[src/design/dsfc_pkg.sv]
// Shared types, register indexes and a helper function for the stuffed frame builder.
// Used by every module of the block; depends on nothing else.
package dsfc_pkg;

    localparam int MAX_RESULTS = 7;
    localparam int SLOT_IDX_W  = $clog2(MAX_RESULTS);

    // Configuration register indexes.
    typedef logic [1:0] cfg_idx_t;
    localparam cfg_idx_t CFG_START_CHAR  = 2'd0;
    localparam cfg_idx_t CFG_END_CHAR    = 2'd1;
    localparam cfg_idx_t CFG_ESCAPE_CHAR = 2'd2;

    localparam logic [7:0] START_CHAR_RST  = 8'd15;
    localparam logic [7:0] END_CHAR_RST    = 8'd4;
    localparam logic [7:0] ESCAPE_CHAR_RST = 8'd5;

    typedef logic [SLOT_IDX_W-1:0] slot_idx_t;

    typedef struct packed {
        logic [7:0] start_ch;
        logic [7:0] end_ch;
        logic [7:0] escape_ch;
    } ctrl_chars_t;

    typedef struct packed {
        logic [7:0] data_byte;
        logic       first_byte;
        logic       last_byte;
    } item_t;

    typedef struct packed {
        logic [7:0] value;
        logic       frame_end;
    } slot_t;

    typedef struct packed {
        slot_t [MAX_RESULTS-1:0] slots;
        slot_idx_t               last_idx;
    } burst_t;

    function automatic logic is_ctrl(input logic [7:0] b, input ctrl_chars_t c);
        return (b == c.start_ch) || (b == c.end_ch) || (b == c.escape_ch);
    endfunction

endpackage

[src/design/dsfc_cfg.sv]
// Configuration registers: start, end and escape characters.
// Depends on dsfc_pkg.
module dsfc_cfg import dsfc_pkg::*; (
    input  logic        aclk,
    input  logic        aresetn,
    input  logic        cfg_valid,
    input  logic        cfg_ready,
    input  cfg_idx_t    cfg_index,
    input  logic [7:0]  cfg_data,
    output ctrl_chars_t chars
);

    ctrl_chars_t chars_reg;

    always_ff @(posedge aclk) begin
        if (!aresetn) begin
            chars_reg.start_ch  <= START_CHAR_RST;
            chars_reg.end_ch    <= END_CHAR_RST;
            chars_reg.escape_ch <= ESCAPE_CHAR_RST;
        end else if (cfg_valid && cfg_ready) begin
            unique case (cfg_index)
                CFG_START_CHAR:  chars_reg.start_ch  <= cfg_data;
                CFG_END_CHAR:    chars_reg.end_ch    <= cfg_data;
                CFG_ESCAPE_CHAR: chars_reg.escape_ch <= cfg_data;
                default: ;
            endcase
        end
    end

    assign chars = chars_reg;

endmodule

[src/design/dsfc_build.sv]
// Expands one message byte into its burst of framed output bytes and keeps the running sum.
// Depends on dsfc_pkg.
module dsfc_build import dsfc_pkg::*; (
    input  logic        aclk,
    input  logic        aresetn,
    input  item_t       item,
    input  logic        load,
    input  ctrl_chars_t chars,
    output burst_t      burst
);

    logic [7:0] running_sum_reg;
    logic [7:0] running_sum_next;
    logic [7:0] sum_acc;
    logic [7:0] cks;
    slot_idx_t  idx;

    always_comb begin
        sum_acc = (item.first_byte ? 8'd0 : running_sum_reg) + item.data_byte;
        cks     = 8'd0 - sum_acc;
        burst   = '0;
        idx     = '0;

        if (item.first_byte) begin
            burst.slots[idx] = '{value: chars.start_ch, frame_end: 1'b0};
            idx = idx + 1'b1;
            burst.slots[idx] = '{value: chars.start_ch, frame_end: 1'b0};
            idx = idx + 1'b1;
        end
        if (is_ctrl(item.data_byte, chars)) begin
            burst.slots[idx] = '{value: chars.escape_ch, frame_end: 1'b0};
            idx = idx + 1'b1;
        end
        burst.slots[idx] = '{value: item.data_byte, frame_end: 1'b0};
        idx = idx + 1'b1;

        // The checksum trails the last byte and is stuffed like payload.
        if (item.last_byte) begin
            if (is_ctrl(cks, chars)) begin
                burst.slots[idx] = '{value: chars.escape_ch, frame_end: 1'b0};
                idx = idx + 1'b1;
            end
            burst.slots[idx] = '{value: cks, frame_end: 1'b0};
            idx = idx + 1'b1;
            burst.slots[idx] = '{value: chars.end_ch, frame_end: 1'b1};
            idx = idx + 1'b1;
        end

        burst.last_idx   = idx - 1'b1;
        running_sum_next = item.last_byte ? 8'd0 : sum_acc;
    end

    always_ff @(posedge aclk) begin
        if (!aresetn) begin
            running_sum_reg <= 8'd0;
        end else if (load) begin
            running_sum_reg <= running_sum_next;
        end
    end

endmodule

[src/design/dsfc_emit.sv]
// Holds one expanded burst; sends it out one word per cycle while m_tready is high.
// Depends on dsfc_pkg.
module dsfc_emit import dsfc_pkg::*; (
    input  logic       aclk,
    input  logic       aresetn,
    input  burst_t     burst,
    input  logic       load,
    output logic       free,
    output logic       m_tvalid,
    input  logic       m_tready,
    output logic [7:0] m_tdata,   // out_byte
    output logic       m_tuser,   // frame_end
    output logic       m_tlast    // run_last
);

    burst_t    burst_reg;
    logic      valid_reg;
    slot_idx_t pos_reg;
    logic      at_last;

    assign at_last = (pos_reg == burst_reg.last_idx);
    // The burst register can take a new burst in the cycle its last word leaves.
    assign free    = !valid_reg || (m_tready && at_last);

    always_ff @(posedge aclk) begin
        if (!aresetn) begin
            valid_reg <= 1'b0;
            pos_reg   <= '0;
        end else if (load) begin
            valid_reg <= 1'b1;
            pos_reg   <= '0;
        end else if (valid_reg && m_tready) begin
            pos_reg <= pos_reg + 1'b1;
            if (at_last) begin
                valid_reg <= 1'b0;
            end
        end
    end

    always_ff @(posedge aclk) begin
        if (load) begin
            burst_reg <= burst;
        end
    end

    assign m_tvalid = valid_reg;
    assign m_tdata  = burst_reg.slots[pos_reg].value;
    assign m_tuser  = burst_reg.slots[pos_reg].frame_end;
    assign m_tlast  = at_last;

endmodule

[src/design/dle_stuffed_frame_with_checksum.sv]
// Byte-stuffed frame builder with a two's complement checksum.
//
// The slave side takes one message byte per word, with tuser marking the
// first byte of a message and tlast the last one. The master side sends the
// framed stream one byte per word: tuser is high on the closing end character
// and tlast on the final word produced by each input word.
// A first byte is preceded by two start characters. Any data or checksum byte
// equal to a control character is preceded by the escape character. A last
// byte is followed by the checksum and the end character.
// The cfg channel writes the start (index 0), end (1) and escape (2)
// characters; it is always ready and is meant to be written while idle.
//
// Each item passes through the input register and then the burst register
// before its first output word is presented. The output sends one word per
// cycle while m_tready is high, so throughput is set by the number of words,
// one to seven, that the item expands to; items that expand to a single word
// flow at one per cycle while the master side is ready.
// An input register ahead of the burst register lets the next item be taken
// while the master side stalls. When the receiver stalls, the current word
// holds and the input stops once the input register is full.
// Reset clears the running sum, restores the default characters and empties
// both registers.
module dle_stuffed_frame_with_checksum import dsfc_pkg::*; (
    input  logic       aclk,
    input  logic       aresetn,
    input  logic       s_tvalid,
    output logic       s_tready,
    input  logic [7:0] s_tdata,   // data_byte
    input  logic       s_tuser,   // first_byte
    input  logic       s_tlast,   // last_byte
    output logic       m_tvalid,
    input  logic       m_tready,
    output logic [7:0] m_tdata,   // out_byte
    output logic       m_tuser,   // frame_end
    output logic       m_tlast,   // run_last
    input  logic       cfg_valid,
    output logic       cfg_ready,
    input  cfg_idx_t   cfg_index,
    input  logic [7:0] cfg_data
);

    ctrl_chars_t chars;
    item_t       in_item_reg;
    logic        in_valid_reg;
    logic        load;
    logic        free;
    burst_t      burst;

    assign cfg_ready = 1'b1;
    assign load      = in_valid_reg && free;
    assign s_tready  = !in_valid_reg || free;

    always_ff @(posedge aclk) begin
        if (!aresetn) begin
            in_valid_reg <= 1'b0;
        end else if (s_tvalid && s_tready) begin
            in_valid_reg <= 1'b1;
        end else if (load) begin
            in_valid_reg <= 1'b0;
        end
    end

    always_ff @(posedge aclk) begin
        if (s_tvalid && s_tready) begin
            in_item_reg <= '{data_byte: s_tdata, first_byte: s_tuser, last_byte: s_tlast};
        end
    end

    dsfc_cfg u_cfg (
        .aclk      (aclk),
        .aresetn   (aresetn),
        .cfg_valid (cfg_valid),
        .cfg_ready (cfg_ready),
        .cfg_index (cfg_index),
        .cfg_data  (cfg_data),
        .chars     (chars)
    );

    dsfc_build u_build (
        .aclk    (aclk),
        .aresetn (aresetn),
        .item    (in_item_reg),
        .load    (load),
        .chars   (chars),
        .burst   (burst)
    );

    dsfc_emit u_emit (
        .aclk     (aclk),
        .aresetn  (aresetn),
        .burst    (burst),
        .load     (load),
        .free     (free),
        .m_tvalid (m_tvalid),
        .m_tready (m_tready),
        .m_tdata  (m_tdata),
        .m_tuser  (m_tuser),
        .m_tlast  (m_tlast)
    );

endmodule

[config.mk]
export PLATFORM = sky130hd
export DESIGN_NAME = dle_stuffed_frame_with_checksum
export DESIGN_NICKNAME = d
export VERILOG_FILES = /design/src/design/dsfc_pkg.sv /design/src/design/dsfc_cfg.sv /design/src/design/dsfc_build.sv /design/src/design/dsfc_emit.sv /design/src/design/dle_stuffed_frame_with_checksum.sv
export SDC_FILE = /design/constraint.sdc
export NUM_CORES = 1
export LEC_CHECK = 0
export BUFFER_PORTS_ARGS = -buffer_cell sky130_fd_sc_hd__buf_2
export CORE_ASPECT_RATIO = 0.8
export CORE_MARGIN = 4
export CORE_UTILIZATION = 50
export DETAILED_ROUTE_END_ITERATION = 10
export PLACE_DENSITY_LB_ADDON = 0.05
export SLEW_MARGIN = 20
export SYNTH_ARGS = -nofsm -noshare
export SYNTH_HDL_FRONTEND = slang
export SYNTH_HIERARCHICAL = 1
export SYNTH_SLANG_ARGS = --single-unit
[constraint.sdc]
create_clock -name aclk -period 7.2 [get_ports aclk]
set_clock_uncertainty 0.2 [all_clocks]
set_input_delay 1.08 -clock aclk [delete_from_list [all_inputs] [get_ports aclk]]
set_output_delay 1.08 -clock aclk [all_outputs]
set_load 0.02 [all_outputs]
==> summary.md <==
| Metric | Value |
|---|---|
| Status | finished clean |
| Slew HR | between 10% and 20% |
| RSZ-0062 raised after global routing | false |
| Avg Cell Area, Syn | 9.31 um^2 |
| Slowest CP cell | nor3_1 |
| Fin. max-slew vios | 0 |
| GR Overflow Total | 0 |
| Input/output buffers | 36 |
| Final Instance Area | around 10,000 um^2 |
| Startpoint Class | flip-flop |
| Critical Path Fanout Max | 11 |
| Combinational Power Share | about a fifth |
| Setup violators final | 0 |
| # IOs | 38 |
| Flops & latches, synth | approximately 110 |
| Number of flops mapped to enable cells by yosys | 76 |
| # DRC | 0 |
| Pwr/cell area | a little over 200 nW/um^2 |
| H-tree levels | 4 |
| Sequential Area | ~3000 um^2 |
| Final worst setup slack | around 360 ps |
| WP data required | roughly 7100 ps |
| Sequential fraction of the synthesis area | around a third |
| Via/cell ratio | about 7.0 |
| Sw frac | a little under a third |
| Leak | around 3.7 nW |
| Post-Syn Area | 9240 um^2 |
| Initial Util | between 50% and 60% |
| Worst Tran Pin Value | 1260 ps |
| R2r setup slk | approximately 360 ps |
| Sinks on Clock Net | between 100 and 150 |
| Post_cts resized | 0 |
| Setup Fix Bufs, Post-CTS | 0 |
| Root Buffer Master | clkbuf_16 |
| Maxcap violations | 0 |
| Yosys warns | 6 |
| Commonest non-fill, non-tap cells in the layout | nand2_1 (100), edfxtp_1 (76), mux2i_1 (69) |
| Worst Path Arrival | about 6800 ps |
| Area of the multi-input gates | between 5000 and 6000 um^2 |
| Psw | about 0.64 mW |
| Delay-heaviest family, CP | simple AND/OR/NAND/NOR gates |
| Nets | 1,030 |
| Reg-to-Reg End | u_emit/burst_reg[24]$_DFFE_PP_ |
| # rows | 44 |
| Ys flop type | edfxtp_1 |
| Crit path time final | slightly below 7000 ps |
| Post-synth ARST share | 0% |
| Crit path kind | flip-flop to flip-flop |
| Routed WL | around 33,000 um |
| DR vias | roughly 8,600 |
| Die Ht | around 130 um |
| CP Cell Sequence | ha_1, fa_1, xor2_2, nor3_4, o221ai_2, a211oi_4, xnor3_1, or4_4, a31oi_1, xnor2_1, ha_1, xnor2_2, xnor2_1, nand3_1, a31o_2, o311ai_0, nor3_1, a221oi_1 |
| Synthesis-to-layout area growth | 9.49% |
| Synth unique cells | 97 |
| Hold WS | 309 ps |
| Syn Inst Count | between 900 and 1,000 |
| CTS tree | done |
| Worst Setup EP | u_emit/burst_reg[24]$_DFFE_PP_ |
| First-pass GRT wire length | 49,200 um |
| Layout cells sized above 1 | approximately 14% |
| Clock slew at reported path FFs | around 60 ps |
| Crit share post-route | between 90% and 100% |
| WL/cell | approximately 27 um |
| Antenna violations before repair | 0 |
| R2R cell count | 18 |
| Max clock buf depth | 2 |
| Largest net degree at the start of global routing | 66 |
| Int Power | 1.40 mW |
| Worst path max stage delay | 750 ps |
| Final ANT Viol Nets | 0 |
| VDD IR-drop max | 0.127 mV |
| CTS Hold Bufs | 0 |
| CP Depth | 18 |
| Routability cong. | roughly 0.96 |
| Setup crit end kind | flip-flop |
| Crit path from | in_item_reg[2]$_DFFE_PP_ |
| Number of global-route vias before repair | roughly 8,000 |
| Worst skew pair latency | about 430 ps |
| Worst r2r src | in_item_reg[2]$_DFFE_PP_ |
| DP HPWL | about 23,000 um |
| DRT iter0 DRCs | between 1,000 and 1,500 |
| CTS Buf Count | 17 |
| Die span in x | approximately 160 um |
| Ant. Diodes | 0 |
| Final Hold Viols | 0 |
| Post-DP Area | about 9500 um^2 |
| CORE AREA | around 18,000 um^2 |
| HP Class | flip-flop to flip-flop |
| Fill cells | 1,637 |
| Setup slack at placement | between 200 and 300 ps |
| Total Neg Setup Slack | 0 ps |
| Worst Path Buf+Inv | 0 |
| Die ar. | about 21,000 um^2 |
| Total GRT Usage | 31.5% |
| Maximum clock frequency | 146 MHz |
| Clock network power share | 41.4% |
| Sequential Power Share | a little under two fifths |
| First-pass DRT Iterations | 7 |
| Largest register FFs | 66 |
| Most common library cell in the layout ignoring fill and taps | nand2_1 |
-- power groups by stage --
stage	clock (mW)	sequential (mW)	combinational, mW
final	0.848	0.772	0.426
after global routing	0.883	0.773	0.452
after CTS	0.855	0.770	0.413
after detailed placement	0	0.784	0.412
after global placement	0	0.783	0.403
after floorplan	0	0.759	0.303
-- cells in the mapped netlist (all sizes together), types with 22 or more instances --
library cell,instances,area [um^2]
nor2,33,134
xnor2,47,419
clkbuf,62,233
a31oi,27,184
a221oi,22,199
inv,31,116
dfxtp,37,741
o21ai,56,280
a21oi,25,125
buf,36,220
nand2,100,375
edfxtp,76,2280
nor3,24,131
nor2b,33,206
mux2i,69,691
-- worst min-delay path, stage by stage, from the launching register on --
cell	delay, ps
dfxtp_1	330
nand2b_4	80
a21boi_2	50
-- stage by stage --
step / util, % / std cells / power (mW)
6_report: 55.7 / 1229 / 2.05
5_1_grt: 55.7 / 1229 / 2.11
4_1_cts: 55.6 / 1229 / 2.04
3_5_place_dp: 52.4 / 1197 / 1.20
3_3_place_gp: 52.4 / 1197 / 1.19
2_1_floorplan: - / 996 / 1.06
-- worst min path at each step --
stage	cells past startpoint	start	endpoint
6_report	2	in_valid_reg$_SDFFE_PN0P_	in_valid_reg$_SDFFE_PN0P_
5_1_grt	2	in_valid_reg$_SDFFE_PN0P_	in_valid_reg$_SDFFE_PN0P_
4_1_cts	2	in_valid_reg$_SDFFE_PN0P_	in_valid_reg$_SDFFE_PN0P_
3_5_place_dp	2	in_valid_reg$_SDFFE_PN0P_	in_valid_reg$_SDFFE_PN0P_
3_3_place_gp	2	in_valid_reg$_SDFFE_PN0P_	in_valid_reg$_SDFFE_PN0P_
2_1_floorplan	2	u_cfg/chars[12]$_SDFFE_PN0P_	u_cfg/chars[12]$_SDFFE_PN0P_
-- routing by layer --
layer / GRT usage, % / vias to the layer above / wire length, um
met5: 0 / - / 0
met4: 11.8 / 0 / 1140
met3: 7.79 / 110 / 4020
met2: 46.5 / 588 / 13900
met1: 45.0 / 4208 / 13900
li1: - / 3729 / -
-- logic make-up (layout without fill, tap and decap cells) --
group	Yosys count	count (layout)	synth area share, %
buf+inv	131	134	6.24
xor+xnor	78	78	10.3
compound gates	283	283	23.1
mux	77	77	8.45
flops	113	113	32.7
other cells	1	5	0.0406
simple gates	290	290	16.5
fa+ha+maj	19	19	2.65
-- cell type report --
class	instances	share of cell area (%)
repair buffers	69	4.23
flip-flops and latches	113	29.9
inverters	33	1.22
well taps	230	2.84
multi-input cells	752	56.1
clock inverters	13	1.21
clock buffers	19	4.53
No activity file was read; power rests on OpenSTA's default activity.
